--- src/design/modexp_pkg.sv ---
`timescale 1ns / 1ps
// ----------------------------------------------------------------------------
// modexp_pkg: shared types and constants for the modular exponentiation block
// Default operand width and the sequencer state encoding.
// ----------------------------------------------------------------------------
package modexp_pkg;

   localparam int WIDTH_DEFAULT = 32;

   typedef enum logic [2:0] {
      ST_IDLE,
      ST_REDUCE,
      ST_CHECK,
      ST_MUL_ACC,
      ST_MUL_SQ,
      ST_DONE
   } state_type;

endpackage

--- src/design/modular_exponentiation.sv ---
`timescale 1ns / 1ps
// ----------------------------------------------------------------------------
// modular_exponentiation: square-and-multiply modular exponentiation
// Returns base^exponent mod modulus using a shared bit-serial modular
// multiplier, scanning the exponent from its least significant bit.
//
//   channel  direction  beat fields
//   req      in         base, exponent, modulus
//   rsp      out        remainder
//
// one item at a time; all modular products run on the shared multiplier:
// the base reduction, then per exponent bit a multiply if set and a square;
// the scan stops after the highest set exponent bit. modulus 0 or 1 answers 0
// without the multiplier. a finished beat waits in the rsp register; a new req
// beat is taken once that register has been loaded.
// reset is synchronous and clears control state only.
// ----------------------------------------------------------------------------
module modular_exponentiation #(
   parameter int WIDTH = modexp_pkg::WIDTH_DEFAULT
) (
   input  logic             clock,
   input  logic             reset,
   input  logic             req_valid,
   output logic             req_ready,
   input  logic [WIDTH-1:0] req_base,
   input  logic [WIDTH-1:0] req_exponent,
   input  logic [WIDTH-1:0] req_modulus,
   output logic             rsp_valid,
   input  logic             rsp_ready,
   output logic [WIDTH-1:0] rsp_remainder
);

   localparam logic [WIDTH-1:0] ONE = WIDTH'(1);

   modexp_pkg::state_type state_ff, state_in;

   logic [WIDTH-1:0] exp_ff, exp_in;
   logic [WIDTH-1:0] n_ff, n_in;
   logic [WIDTH-1:0] acc_ff, acc_in;
   logic [WIDTH-1:0] sq_ff, sq_in;
   logic             rsp_valid_ff, rsp_valid_in;
   logic [WIDTH-1:0] rsp_rem_ff, rsp_rem_in;

   logic             accept;
   logic             trivial;
   logic             mm_start;
   logic [WIDTH-1:0] mm_a;
   logic [WIDTH-1:0] mm_b;
   logic [WIDTH-1:0] mm_n;
   logic             mm_done;
   logic [WIDTH-1:0] mm_result;
   logic             out_free;

   assign req_ready = (state_ff == modexp_pkg::ST_IDLE);
   assign accept    = req_valid && req_ready;
   assign trivial   = (req_modulus[WIDTH-1:1] == '0);
   assign out_free  = !rsp_valid_ff || rsp_ready;

   modexp_mulmod #(
      .WIDTH(WIDTH)
   ) u_mulmod (
      .clock  (clock),
      .reset  (reset),
      .start  (mm_start),
      .op_a   (mm_a),
      .op_b   (mm_b),
      .op_n   (mm_n),
      .done   (mm_done),
      .result (mm_result)
   );

   // next state
   always_comb begin
      state_in = state_ff;
      case (state_ff)
         modexp_pkg::ST_IDLE: begin
            if (accept) begin
               state_in = trivial ? modexp_pkg::ST_DONE : modexp_pkg::ST_REDUCE;
            end
         end
         modexp_pkg::ST_REDUCE: begin
            if (mm_done) begin
               state_in = modexp_pkg::ST_CHECK;
            end
         end
         modexp_pkg::ST_CHECK: begin
            if (exp_ff == '0) begin
               state_in = modexp_pkg::ST_DONE;
            end else if (exp_ff[0]) begin
               state_in = modexp_pkg::ST_MUL_ACC;
            end else begin
               state_in = modexp_pkg::ST_MUL_SQ;
            end
         end
         modexp_pkg::ST_MUL_ACC: begin
            if (mm_done) begin
               state_in = (exp_ff[WIDTH-1:1] == '0) ? modexp_pkg::ST_DONE
                                                     : modexp_pkg::ST_MUL_SQ;
            end
         end
         modexp_pkg::ST_MUL_SQ: begin
            if (mm_done) begin
               state_in = modexp_pkg::ST_CHECK;
            end
         end
         modexp_pkg::ST_DONE: begin
            if (out_free) begin
               state_in = modexp_pkg::ST_IDLE;
            end
         end
         default: begin
            state_in = modexp_pkg::ST_IDLE;
         end
      endcase
   end

   // outputs and datapath
   always_comb begin
      mm_start     = 1'b0;
      mm_a         = sq_ff;
      mm_b         = sq_ff;
      mm_n         = n_ff;
      exp_in       = exp_ff;
      n_in         = n_ff;
      acc_in       = acc_ff;
      sq_in        = sq_ff;
      rsp_valid_in = rsp_valid_ff && !rsp_ready;
      rsp_rem_in   = rsp_rem_ff;
      case (state_ff)
         modexp_pkg::ST_IDLE: begin
            if (accept) begin
               exp_in = req_exponent;
               n_in   = req_modulus;
               // zero for a trivial modulus, otherwise one
               acc_in = trivial ? '0 : ONE;
               mm_a   = ONE;
               mm_b   = req_base;
               mm_n   = req_modulus;
               // base mod n as (1 * base) mod n
               mm_start = !trivial;
            end
         end
         modexp_pkg::ST_REDUCE: begin
            if (mm_done) begin
               sq_in = mm_result;
            end
         end
         modexp_pkg::ST_CHECK: begin
            if (exp_ff != '0) begin
               mm_start = 1'b1;
               mm_a     = exp_ff[0] ? acc_ff : sq_ff;
            end
         end
         modexp_pkg::ST_MUL_ACC: begin
            if (mm_done) begin
               acc_in   = mm_result;
               mm_start = (exp_ff[WIDTH-1:1] != '0);
            end
         end
         modexp_pkg::ST_MUL_SQ: begin
            if (mm_done) begin
               sq_in  = mm_result;
               exp_in = {1'b0, exp_ff[WIDTH-1:1]};
            end
         end
         modexp_pkg::ST_DONE: begin
            if (out_free) begin
               rsp_valid_in = 1'b1;
               rsp_rem_in   = acc_ff;
            end
         end
         default: begin
            mm_start = 1'b0;
         end
      endcase
   end

   always_ff @(posedge clock) begin
      if (reset) begin
         state_ff     <= modexp_pkg::ST_IDLE;
         rsp_valid_ff <= 1'b0;
      end else begin
         state_ff     <= state_in;
         rsp_valid_ff <= rsp_valid_in;
      end
      exp_ff     <= exp_in;
      n_ff       <= n_in;
      acc_ff     <= acc_in;
      sq_ff      <= sq_in;
      rsp_rem_ff <= rsp_rem_in;
   end

   assign rsp_valid     = rsp_valid_ff;
   assign rsp_remainder = rsp_rem_ff;

endmodule

--- src/design/modexp_mulmod.sv ---
`timescale 1ns / 1ps
// ----------------------------------------------------------------------------
// modexp_mulmod: bit-serial modular multiplier
// Computes (a * b) mod n, one multiplier bit per cycle, most significant bit
// first, keeping the partial product reduced below n at every step.
// ----------------------------------------------------------------------------
module modexp_mulmod #(
   parameter int WIDTH = modexp_pkg::WIDTH_DEFAULT
) (
   input  logic             clock,
   input  logic             reset,
   input  logic             start,
   input  logic [WIDTH-1:0] op_a,
   input  logic [WIDTH-1:0] op_b,
   input  logic [WIDTH-1:0] op_n,
   output logic             done,
   output logic [WIDTH-1:0] result
);

   localparam int CNT_W = $clog2(WIDTH + 1);

   logic             busy_ff, busy_in;
   logic             done_ff, done_in;
   logic [CNT_W-1:0] cnt_ff, cnt_in;
   logic [WIDTH-1:0] a_ff, a_in;
   logic [WIDTH-1:0] b_ff, b_in;
   logic [WIDTH-1:0] n_ff, n_in;
   logic [WIDTH-1:0] acc_ff, acc_in;

   logic [WIDTH+1:0] sum;
   logic [WIDTH+1:0] diff1;
   logic [WIDTH+1:0] diff2;
   logic [WIDTH-1:0] step;

   // 2*acc + bit*a stays below 3n, so one of three candidates is in range
   always_comb begin
      sum   = {1'b0, acc_ff, 1'b0} + (b_ff[WIDTH-1] ? {2'b00, a_ff} : '0);
      diff1 = sum - {2'b00, n_ff};
      diff2 = sum - {1'b0, n_ff, 1'b0};
      if (!diff2[WIDTH+1]) begin
         step = diff2[WIDTH-1:0];
      end else if (!diff1[WIDTH+1]) begin
         step = diff1[WIDTH-1:0];
      end else begin
         step = sum[WIDTH-1:0];
      end
   end

   always_comb begin
      busy_in = busy_ff;
      done_in = 1'b0;
      cnt_in  = cnt_ff;
      a_in    = a_ff;
      b_in    = b_ff;
      n_in    = n_ff;
      acc_in  = acc_ff;
      if (start) begin
         busy_in = 1'b1;
         cnt_in  = CNT_W'(WIDTH);
         a_in    = op_a;
         b_in    = op_b;
         n_in    = op_n;
         acc_in  = '0;
      end else if (busy_ff) begin
         acc_in = step;
         b_in   = {b_ff[WIDTH-2:0], 1'b0};
         cnt_in = cnt_ff - CNT_W'(1);
         if (cnt_ff == CNT_W'(1)) begin
            busy_in = 1'b0;
            done_in = 1'b1;
         end
      end
   end

   always_ff @(posedge clock) begin
      if (reset) begin
         busy_ff <= 1'b0;
         done_ff <= 1'b0;
         cnt_ff  <= '0;
      end else begin
         busy_ff <= busy_in;
         done_ff <= done_in;
         cnt_ff  <= cnt_in;
      end
      a_ff   <= a_in;
      b_ff   <= b_in;
      n_ff   <= n_in;
      acc_ff <= acc_in;
   end

   assign done   = done_ff;
   assign result = acc_ff;

endmodule

--- config.mk ---
export PLATFORM = sky130hd
export DESIGN_NAME = modular_exponentiation
export DESIGN_NICKNAME = d
export VERILOG_FILES = /design/src/design/modexp_pkg.sv /design/src/design/modular_exponentiation.sv /design/src/design/modexp_mulmod.sv
export SDC_FILE = /design/constraint.sdc
export NUM_CORES = 1
export LEC_CHECK = 0
export BUFFER_PORTS_ARGS = -buffer_cell sky130_fd_sc_hd__buf_4
export CAP_MARGIN = 25
export CORE_ASPECT_RATIO = 2
export CORE_MARGIN = 5
export CORE_UTILIZATION = 61
export DETAILED_ROUTE_END_ITERATION = 7
export HOLD_SLACK_MARGIN = 0.15
export PLACE_DENSITY = 0.78
export SYNTH_ARGS = -nofsm -noshare
export SYNTH_HDL_FRONTEND = slang
export SYNTH_SLANG_ARGS = --single-unit
--- constraint.sdc ---
create_clock -name clock -period 6.6 [get_ports clock]
set_input_delay 0.99 -clock clock [delete_from_list [all_inputs] [get_ports clock]]
set_output_delay 0.99 -clock clock [all_outputs]
set_load 0.1 [all_outputs]
==> out/results.md, run 1 <==
| Item | Value |
|:---|:---|
| Post-route clock period utilization | 0.9174 |
| Most common cell after layout, fill and taps aside | edfxtp_1 |
| Largest driver fanout on the critical path | 24 |
| Yosys top cell by area | edfxtp_1 |
| Die span in x | 126.7 µm |
| Share of synthesized area occupied by flip-flops and latches | 0.4965 |
| Number of warnings issued by yosys | 0 |
| Worst-case clock buffer depth | 3 |
| Overflow after GRT | 0 |
| Remaining number of nets flagged by the antenna check after routing | 0 |
| Synthesized netlist net count | 1703 |
| Routed wire length | 39710 µm |
| Last weighted congestion value of the routability-driven placer | 0.9182 |
| Count of final max-slew check failures | 0 |
| Post-synthesis instance total | 1503 |
| Hold Crit Class | flip-flop to flip-flop |
| Area of the multi-input gates | 7946 µm² |
| Number of hold buffers added after CTS | 0 |
| Final hold vios | 0 |
| Count of state elements after synthesis | 300 |
| Destination of the critical timing path | u_mulmod.result[15] |
| Top cell family by delay on the critical path | compound AO/OA/AOI/OAI gates |
| Critical path, cell by cell | buf_4, and2_1, ha_1, fa_1, a211oi_1, o211a_1, nor2_1, a21o_1, a21oi_1, xnor2_1, ha_1, nand2_1, o21ai_0, or4b_1, o211ai_1, o31ai_1, a221o_1, a21o_1, xor2_2, buf_4, nand2_1, buf_4, o21ai_1, a21o_1 |
| Clock tree from TritonCTS | done |
| Summed negative setup slack over all endpoints | 0 ps |
| Count of buffer and inverter cells on the critical path | 3 |
| Total GRT Usage | 0.2562 |
| Post-Route Utilization | 0.7028 |
| Predominant post-synthesis flop cell | edfxtp_1 |
| Fmax | 165.2 MHz |
| Share of Yosys cell area claimed by the top area cell type | 0.4049 |
| HPWL after detailed placement | 30250 µm |
| Clock latency at the later pin of the worst-skew pair | 550 ps |
| Net count reported at finish | 1832 |
| Area growth, synth to finish | 13.84% |
| Pwr Density | 460.8 nW/µm² |
| Run status | finished clean |
| Slew Limit Headroom | 0.3002 |
| CTS root buf | clkbuf_16 |
| Number of input and output port buffers inserted | 133 |
| Initial core utilization | 0.6173 |
| Number of clock buffers inserted by TritonCTS | 26 |
| Final clock skew | 21.74 ps |
| Number of H-tree branching levels | 1 |
| Worst IR drop on VDD | 0.2953 mV |
| Routed WL per cell | 19.86 µm |
| Starting DRT DRC Count | 656 |
| Area occupied by registers | 8248 µm² |
| Proportion of synthesized flip-flops having asynchronous set or reset | 0 |
| Height of the die | 243.4 µm |
| Num rows | 85 |
| Number of inserted filler cells in the final layout | 2032 |
| Count of endpoints failing setup in the final report | 0 |
| Remaining design rule violation count | 0 |
| Share of post-route cells with drive strength above 1 | 0.1774 |
| Critical Setup Path Class | flip-flop to flip-flop |
| Final min period | 6055 ps |
| Most used cells in the layout excluding fill and tap cells | edfxtp_1 (224), buf_4 (158), a21oi_1 (112) |
| Endpoint type of the worst setup path | flip-flop |
| Placeable core area | 26910 µm² |
| Vias/cell | 6.042 |
| Via count of the routed design | 12080 |
| Cells taking the most area after synthesis | edfxtp_1 (40%), dfxtp_1 (9.2%), ha_1 (7.3%) |
| Number of gates resized after cts | 0 |
| Total I/O pin count | 134 |
| Initial antenna violation count | 0 |
| Number of maximum-capacitance violations | 0 |
| Clock sink total | 300 |
| Post-synth EDFFs | 224 |
| Reg2Reg Depth | 24 |
| Clock slew at reported path FFs | 70 ps |
| Setup repair after global routing missed its margin | false |
| Setup Buffers After CTS | 0 |
| End of the worst register-to-register path | u_mulmod.result[15] |
| Critical path's slowest cell | or4b_1 |
| Yosys cell types | 72 |
| Vias in the first global route | 12610 |
| Critical path startpoint | u_mulmod.b_ff[31] |
| Register-to-register path setup slack | 540 ps |
| Total number of cells along the worst setup path | 24 |
| First-pass iteration count of the detailed router | 5 |
| Post-Syn Area per Cell | 11.05 µm² |
| Area of the mapped netlist | 16610 µm² |
| Worst slack at placement | 331.2 ps |
| # diodes | 0 |
| Slew of the pin with the lowest slew margin | 1050 ps |
| Wire length of the first global-routing pass | 64310 µm |
| Data required, critical path | 7090 ps |
| Slowest Stage Delay on Critical Path | 520 ps |
| Power, Total | 8714 µW |
| Pin count of the biggest net entering global routing | 80 |
| Data arrival time of the worst path | 6550 ps |
| Static power due to leakage | 0.007858 µW |
| Startpoint of the lowest-slack register-to-register path | u_mulmod.b_ff[31] |
| PnR worst setup slack | 545.0 ps |
| Type of origin of the critical path | flip-flop |
| Die area | 30830 µm² |
## layout make-up
class,instances,area share
Clock buffer,34,0.04049
Clock inverter,14,0.004102
Inverter,54,0.01072
Multi-Input combinational cell,1090,0.4202
Sequential cell,300,0.4362
Tap cell,348,0.02303
Timing Repair Buffer,160,0.06524
## worst min path at each step
| stage | startpoint | slack [ps] | endpoint | cells after the start |
|---|---|---|---|---|
| floorplan | acc_ff[0] | 420 | rsp_remainder[0] | 0 |
| global placement | acc_ff[18] | 430 | rsp_remainder[18] | 0 |
| detailed placement | acc_ff[18] | 440 | rsp_remainder[18] | 0 |
| CTS | acc_ff[18] | 450 | rsp_remainder[18] | 0 |
| global route | acc_ff[27] | 470 | rsp_remainder[27] | 0 |
| finish | acc_ff[18] | 450 | rsp_remainder[18] | 0 |
## synthesized netlist by cell type (5+ instances only)
| library cell | number |
|---|---|
| edfxtp_1 | 224 |
| a21oi_1 | 113 |
| ha_1 | 97 |
| o21ai_0 | 86 |
| nand2_1 | 79 |
| dfxtp_1 | 76 |
| nor2_1 | 73 |
| and2_1 | 71 |
| mux2_2 | 67 |
| inv_1 | 53 |
| a21o_1 | 49 |
| xnor2_1 | 49 |
| clkbuf_1 | 48 |
| mux2i_1 | 42 |
| xor2_1 | 38 |
| a22o_1 | 34 |
| nor3_1 | 32 |
| nand3_1 | 20 |
| nor4_1 | 19 |
| a31oi_1 | 18 |
| a211oi_1 | 14 |
| o21a_1 | 13 |
| nor2b_1 | 12 |
| o21bai_1 | 11 |
| nand2b_1 | 10 |
| o22ai_1 | 10 |
| nand4_1 | 9 |
| and3_1 | 8 |
| o31ai_1 | 8 |
| a31o_2 | 7 |
| o21ai_1 | 7 |
| buf_1 | 6 |
| o211ai_1 | 6 |
| or2_2 | 6 |
| or3_1 | 6 |
| o31a_1 | 5 |
## stage by stage
stage / std cells / area [µm²] / hold slack [ps]
final: 2000 / 18910 / 448.2
after global routing: 2000 / 18910 / 465.3
after CTS: 1998 / 18890 / 445.3
after detailed placement: 1950 / 18050 / 435.3
after global placement: 1949 / 18020 / 432.7
after floorplan: 1503 / 16610 / 416.6
## power by group
part	leakage, µW	switching [µW]	internal [µW]	total, µW
combinational	0.00466	2680	1950	4630
sequential	0.00278	192	2380	2570
clock	0.000420	687	824	1510
total	0.00786	3560	5150	8710
## logic make-up after synthesis
logic type | share of synthesized area
xor gates and xnor gates | 0.04685
muxes | 0.07276
buffers and inverters | 0.02719
AOI/OAI and AO/OA | 0.1661
adders and majority gates | 0.07668
and+or+nand+nor | 0.1139
DFF | 0.4965
## layer usage
| metal | global-route usage | share of wire | up-vias |
|---|---|---|---|
| li1 | - | - | 5898 |
| met1 | 0.2896 | 0.38 | 5752 |
| met2 | 0.4743 | 0.53 | 335 |
| met3 | 0.02784 | 0.041 | 98 |
| met4 | 0.1210 | 0.053 | 0 |
| met5 | 0 | 0 | - |
Power figures use the tool's default switching activity.
==> run 2: changes to the inputs <==
--- a/config.mk
+++ b/config.mk
@@ -7,12 +7,15 @@
 export LEC_CHECK = 0
 export BUFFER_PORTS_ARGS = -buffer_cell sky130_fd_sc_hd__buf_4
 export CAP_MARGIN = 25
+export CELL_PAD_IN_SITES_DETAIL_PLACEMENT = 0
+export CELL_PAD_IN_SITES_GLOBAL_PLACEMENT = 2
 export CORE_ASPECT_RATIO = 2
 export CORE_MARGIN = 5
-export CORE_UTILIZATION = 61
+export CORE_UTILIZATION = 41
 export DETAILED_ROUTE_END_ITERATION = 7
 export HOLD_SLACK_MARGIN = 0.15
 export PLACE_DENSITY = 0.78
+export SETUP_SLACK_MARGIN = 0.15
 export SYNTH_ARGS = -nofsm -noshare
 export SYNTH_HDL_FRONTEND = slang
 export SYNTH_SLANG_ARGS = --single-unit
==> run 2 against run 1 <==
Count of clock-buffer cells in the layout shrank 3; first-iteration DRC count shrank 18%; clock power grew 12%; global-route usage shrank 7.0 points; final area grew 2.6%; flip-flop and latch count is the same; total power grew 3.8%; clock skew grew 7.3 ps; via count shrank 2.1%; maximum frequency shrank 1.2%; sequential share of layout area shrank 1.1 points; critical path type unchanged; highest routed layer unchanged.
==> out/results.md, run 2 (synthesized netlist as in run 1, its figures left out) <==
| Item | Value |
|:---|:---|
| Most used cells in the layout excluding fill and tap cells | edfxtp_1 (224), buf_4 (168), a21oi_1 (112) |
| Startpoint of the lowest-slack register-to-register path | u_mulmod.b_ff[31] |
| Endpoint type of the worst setup path | flip-flop |
| Final min period | 6131 ps |
| # diodes | 0 |
| Critical path, cell by cell | buf_4, and2_1, ha_1, o211ai_1, o211a_1, o311a_1, o31ai_2, a21o_1, a21oi_1, xnor2_1, ha_1, nand3_1, nor3_1, a22oi_1, nand2_1, a211oi_1, o21ai_0, a221oi_2, mux2_2, a21oi_1, o21ai_1, a31oi_1 |
| Most common cell after layout, fill and taps aside | edfxtp_1 |
| Overflow after GRT | 0 |
| Pin count of the biggest net entering global routing | 65 |
| Share of post-route cells with drive strength above 1 | 0.1909 |
| Num rows | 104 |
| Clock latency at the later pin of the worst-skew pair | 570 ps |
| Number of clock buffers inserted by TritonCTS | 28 |
| Count of final max-slew check failures | 0 |
| Clock slew at reported path FFs | 70 ps |
| Vias/cell | 5.387 |
| Slew Limit Headroom | 0.4172 |
| Initial core utilization | 0.4131 |
| Design Area, Final | 19410 µm² |
| Data required, critical path | 7110 ps |
| Net count reported at finish | 1845 |
| Top cell family by delay on the critical path | compound AO/OA/AOI/OAI gates |
| Slowest Stage Delay on Critical Path | 560 ps |
| Total I/O pin count | 134 |
| Worst-case clock buffer depth | 3 |
| Starting DRT DRC Count | 538 |
| Number of inserted filler cells in the final layout | 3765 |
| Run status | finished clean |
| Type of origin of the critical path | flip-flop |
| Remaining number of nets flagged by the antenna check after routing | 0 |
| Remaining design rule violation count | 0 |
| Final clock skew | 29.08 ps |
| Clock sink total | 300 |
| Placeable core area | 40210 µm² |
| Via count of the routed design | 11830 |
| Total cell area at the placement stage | 18320 µm² |
| Data arrival time of the worst path | 6640 ps |
| Area occupied by registers | 8248 µm² |
| Hold Crit Endpoint | rsp_remainder[21] |
| Register-to-register path setup slack | 470 ps |
| Reg2Reg Depth | 22 |
| Last weighted congestion value of the routability-driven placer | 0.8613 |
| Hold Crit Class | flip-flop to flip-flop |
| Total GRT Usage | 0.1865 |
| Worst slack at placement | 55.54 ps |
| Clock tree from TritonCTS | done |
| PnR worst setup slack | 469.1 ps |
| Critical Setup Path Class | flip-flop to flip-flop |
| Critical path's slowest cell | edfxtp_1 |
| End of the worst register-to-register path | u_mulmod.result[30] |
| Routed wire length | 42700 µm |
| Fmax | 163.1 MHz |
| Start point of the worst min-delay path | acc_ff[21] |
| Static power due to leakage | 0.007976 µW |
| Number of input and output port buffers inserted | 133 |
| Worst IR drop on VDD | 0.2281 mV |
| Setup repair after global routing missed its margin | false |
| Cell count of the worst hold path | 0 |
| Area of the multi-input gates | 8034 µm² |
| Number of maximum-capacitance violations | 0 |
| Slew of the pin with the lowest slew margin | 874.3 ps |
| HPWL after detailed placement | 33360 µm |
| First-pass iteration count of the detailed router | 5 |
| Vias in the first global route | 12310 |
| Count of endpoints failing setup in the final report | 0 |
| Routed WL per cell | 19.44 µm |
| Die area | 44880 µm² |
| Area growth, synth to finish | 16.84% |
| Count of buffer and inverter cells on the critical path | 1 |
| Post-route clock period utilization | 0.9289 |
| Height of the die | 294.7 µm |
| CTS root buf | clkbuf_16 |
| Initial antenna violation count | 0 |
| Number of H-tree branching levels | 1 |
| Pwr Density | 466.2 nW/µm² |
| Summed negative setup slack over all endpoints | 0 ps |
| Wire length of the first global-routing pass | 67650 µm |
| Die span in x | 152.3 µm |
| Largest driver fanout on the critical path | 24 |
| Final hold vios | 0 |
==> run 2: timing repair <==
item | 4_1_cts | 5_1_grt
buffers inserted | 0 | 4
pin swaps | 0 | 1
gates cloned | 0 | 1
endpoints found under the setup margin | 18 | 32
hold buffers | 0 | 0
resized for setup | 2 | 8
==> run 2: through the flow <==
stage          instances  hold slack (ps)  power [µW]    util
3_5_place_dp        2139            436.1        7318  0.4555
5_1_grt             2196            457.7        9724  0.4827
4_1_cts             2190            449.3        9057  0.4798
6_report            2196            449.9        9049  0.4827
2_1_floorplan       1503            416.6        6098       -
3_3_place_gp        2139            434.5        7300  0.4555
==> run 2: cell type report <==
class	instances	share of cell area
flip-flops and latches	300	0.4250
multi-input cells	1091	0.4139
repair buffers	170	0.06705
clock buffers	31	0.03668
well taps	530	0.03417
clock inverters	20	0.01276
inverters	54	0.01044
==> run 2: worst max-delay path by stage <==
stage | startpoint | endpoint | cells after the start
6_report | u_mulmod.b_ff[31] | u_mulmod.result[30] | 22
5_1_grt | u_mulmod.b_ff[31] | u_mulmod.result[7] | 21
4_1_cts | u_mulmod.b_ff[31] | u_mulmod.result[0] | 21
2_1_floorplan | u_mulmod.b_ff[31] | u_mulmod.result[24] | 22
3_3_place_gp | u_mulmod.b_ff[31] | u_mulmod.result[7] | 20
3_5_place_dp | u_mulmod.b_ff[31] | u_mulmod.result[7] | 20
==> run 2: power breakdown <==
part,internal (µW),switching [µW]
registers,2380,197
logic,2010,2770
clock network,949,740
total,5340,3710
==> run 2: layer usage <==
metal  up-vias  part of all wire  GRT usage
met1      5627              0.40     0.2156
met4         0             0.029    0.05904
met3        49             0.033    0.02057
met5         -                 0          0
met2       219              0.53     0.3575
li1       5935                 -          -
==> run 3: changes to the inputs <==
--- a/config.mk
+++ b/config.mk
@@ -15,6 +15,7 @@
 export DETAILED_ROUTE_END_ITERATION = 7
 export HOLD_SLACK_MARGIN = 0.15
 export PLACE_DENSITY = 0.78
+export RECOVER_POWER = 50
 export SETUP_SLACK_MARGIN = 0.15
 export SYNTH_ARGS = -nofsm -noshare
 export SYNTH_HDL_FRONTEND = slang
==> run 3 against run 2 <==
The flow now finishes with violations (capacitance limit, slew limit); combinational power hardly changed; worst hold slack better by 1.2 ps; wire length is essentially flat; count of clock-buffer cells in the layout unchanged; critical path type unchanged; critical endpoint is now u_mulmod.result[2]; largest power group unchanged.
==> out/results.md, run 3 (synthesized netlist as in run 1, its figures left out) <==
| Item | Value |
|:---|:---|
| Run status | complete, but fails checks |
| Violations in the final reports | capacitance limit, slew limit |
| Number of maximum-capacitance violations | 6 |
| Post-route worst hold slack | 451.0 ps |
| Routed WL per cell | 19.44 µm |
| Critical Setup Path Class | flip-flop to flip-flop |
| Last weighted congestion value of the routability-driven placer | 0.8613 |
| Number of input and output port buffers inserted | 133 |
| Most frequent cell on the critical path | a211oi_1 |
| Overflow after GRT | 0 |
| Total I/O pin count | 134 |
| Net count reported at finish | 1845 |
| Startpoint of the lowest-slack register-to-register path | u_mulmod.b_ff[31] |
| Worst slack at placement | 55.54 ps |
| Critical path, cell by cell | buf_4, and2_1, ha_1, o211ai_1, o211a_1, o311a_1, or4_4, a211oi_1, a211oi_1, o21bai_1, xor2_1, ha_1, nand4_1, a211o_1, a31o_2, or2_1, o211ai_4, buf_12, mux2_2, o21ai_1, a211oi_1 |
| Share of total power in the clock network | 0.187 |
| Slew of the pin with the lowest slew margin | 2575 ps |
| Largest driver fanout on the critical path | 29 |
| Pwr Density | 469.0 nW/µm² |
| Height of the die | 294.7 µm |
| Number of H-tree branching levels | 1 |
| Post-Route Utilization | 0.4794 |
| Final hold vios | 0 |
| Final min period | 6120 ps |
| Final clock skew | 29.71 ps |
| Clock sink total | 300 |
| Clock tree from TritonCTS | done |
| Number of hold buffers added after CTS | 0 |
| HPWL after detailed placement | 33360 µm |
| Hold Crit Endpoint | rsp_remainder[31] |
| Post-route clock period utilization | 0.9272 |
| # diodes | 0 |
| Area growth, synth to finish | 16.04% |
| Clock latency at the later pin of the worst-skew pair | 570 ps |
| Data required, critical path | 7030 ps |
| Switching share of power | 0.4097 |
| Total GRT Usage | 0.1865 |
| Worst-case clock buffer depth | 3 |
| Summed negative setup slack over all endpoints | 0 ps |
| Most common cell after layout, fill and taps aside | edfxtp_1 |
| Initial core utilization | 0.4131 |
| Start point of the worst min-delay path | acc_ff[31] |
| Number of clock buffers inserted by TritonCTS | 28 |
| Vias in the first global route | 12310 |
| Count of endpoints failing setup in the final report | 0 |
| Fmax | 163.4 MHz |
| Worst IR drop on VDD | 0.2287 mV |
| Reg2Reg Depth | 21 |
| Vias/cell | 5.370 |
| Initial antenna violation count | 0 |
| Slowest Stage Delay on Critical Path | 610 ps |
| Die area | 44880 µm² |
| Slew Limit Headroom | -0.7165 |
| Seq pwr share | 0.285 |
| Remaining design rule violation count | 0 |
| First-pass iteration count of the detailed router | 5 |
| Net switching power | 3704 µW |
| Setup repair after global routing missed its margin | false |
| Critical path's slowest cell | or4_4 |
| Remaining number of nets flagged by the antenna check after routing | 0 |
| Number of inserted filler cells in the final layout | 3805 |
| Via count of the routed design | 11790 |
| Count of final max-slew check failures | 201 |
| End of the worst register-to-register path | u_mulmod.result[2] |
| Power, Total | 9041 µW |
| Cell internal power dissipation | 5337 µW |
| Data arrival time of the worst path | 6550 ps |
| Share of post-route cells with drive strength above 1 | 0.1609 |
| Register-to-register path setup slack | 480 ps |
| Pin count of the biggest net entering global routing | 65 |
| Hold Crit Class | flip-flop to flip-flop |
| Num rows | 104 |
| Wire length of the first global-routing pass | 67650 µm |
| Placeable core area | 40210 µm² |
| Share of total power in combinational logic | 0.529 |
| Static power due to leakage | 0.007856 µW |
| Cell count of the worst hold path | 0 |
| Die span in x | 152.3 µm |
| Type of origin of the critical path | flip-flop |
| CTS root buf | clkbuf_16 |
| Endpoint type of the worst setup path | flip-flop |
| Routed wire length | 42700 µm |
| Clock slew at reported path FFs | 70 ps |
| Most used cells in the layout excluding fill and tap cells | edfxtp_1 (224), buf_4 (142), a21oi_1 (112) |
| Starting DRT DRC Count | 569 |
| PnR worst setup slack | 480.4 ps |
run 3: cell count changes in the layout (fill, tap and decap cells not counted), sizes merged:
cell | before | now
buf | 170 | 143
clkbuf | 31 | 58
run 3: final cells by class:
| type | count | area [µm²] | area share |
|---|---|---|---|
| sequential | 300 | 8248 | 0.4279 |
| multi-input combinational | 1091 | 8015 | 0.4158 |
| timing repair buffer | 170 | 1187 | 0.06160 |
| clock buffer | 31 | 711.9 | 0.03693 |
| tap | 530 | 663.1 | 0.03440 |
| clock inverter | 20 | 247.7 | 0.01285 |
| inverter | 54 | 202.7 | 0.01052 |
run 3: what timing repair did:
action | CTS | global route
buffers inserted | 0 | 4
gates cloned | 0 | 1
endpoints found under the setup margin | 18 | 32
resized for setup | 2 | 8
pin swaps | 0 | 1
run 3: power groups by stage:
stage / clock network [µW] / logic (µW) / registers, µW
2_1_floorplan: 0 / 3580 / 2520
3_3_place_gp: 0 / 4690 / 2610
3_5_place_dp: 0 / 4700 / 2620
4_1_cts: 1740 / 4730 / 2580
5_1_grt: 1810 / 5300 / 2610
6_report: 1690 / 4780 / 2570
run 3: routing by layer:
metal	vias up	routed length, µm	share of wire	GRT usage
met5	-	0	0	0
met4	0	1229	0.029	0.05904
met3	50	1438	0.034	0.02057
met2	214	22790	0.53	0.3575
met1	5597	17240	0.40	0.2156
li1	5931	-	-	-
run 3: worst max-delay path by stage:
stage | startpoint | to | slack [ps] | depth (start not counted)
2_1_floorplan | u_mulmod.b_ff[31] | u_mulmod.result[24] | 1380 | 22
3_5_place_dp | u_mulmod.b_ff[31] | u_mulmod.result[7] | 60 | 20
3_3_place_gp | u_mulmod.b_ff[31] | u_mulmod.result[7] | 180 | 20
4_1_cts | u_mulmod.b_ff[31] | u_mulmod.result[0] | 150 | 21
5_1_grt | u_mulmod.b_ff[31] | u_mulmod.result[7] | 170 | 21
6_report | u_mulmod.b_ff[31] | u_mulmod.result[2] | 480 | 21
run 3: worst max-delay path, delay by kind of cell (launching register included):
kind	cells	cell delay [ps]
muxes	1	360
and+or+nand+nor	4	1130
buffers and inverters	2	510
AOI/OAI and AO/OA	11	2310
adders and majority gates	2	670
DFF	1	550
xor gates and xnor gates	1	410
run 3: metrics by stage:
| stage | area [µm²] | instances |
|---|---|---|
| after floorplan | 16610 | 1503 |
| after global placement | 18320 | 2139 |
| after detailed placement | 18320 | 2139 |
| after CTS | 19290 | 2190 |
| after global routing | 19280 | 2196 |
| final | 19280 | 2196 |
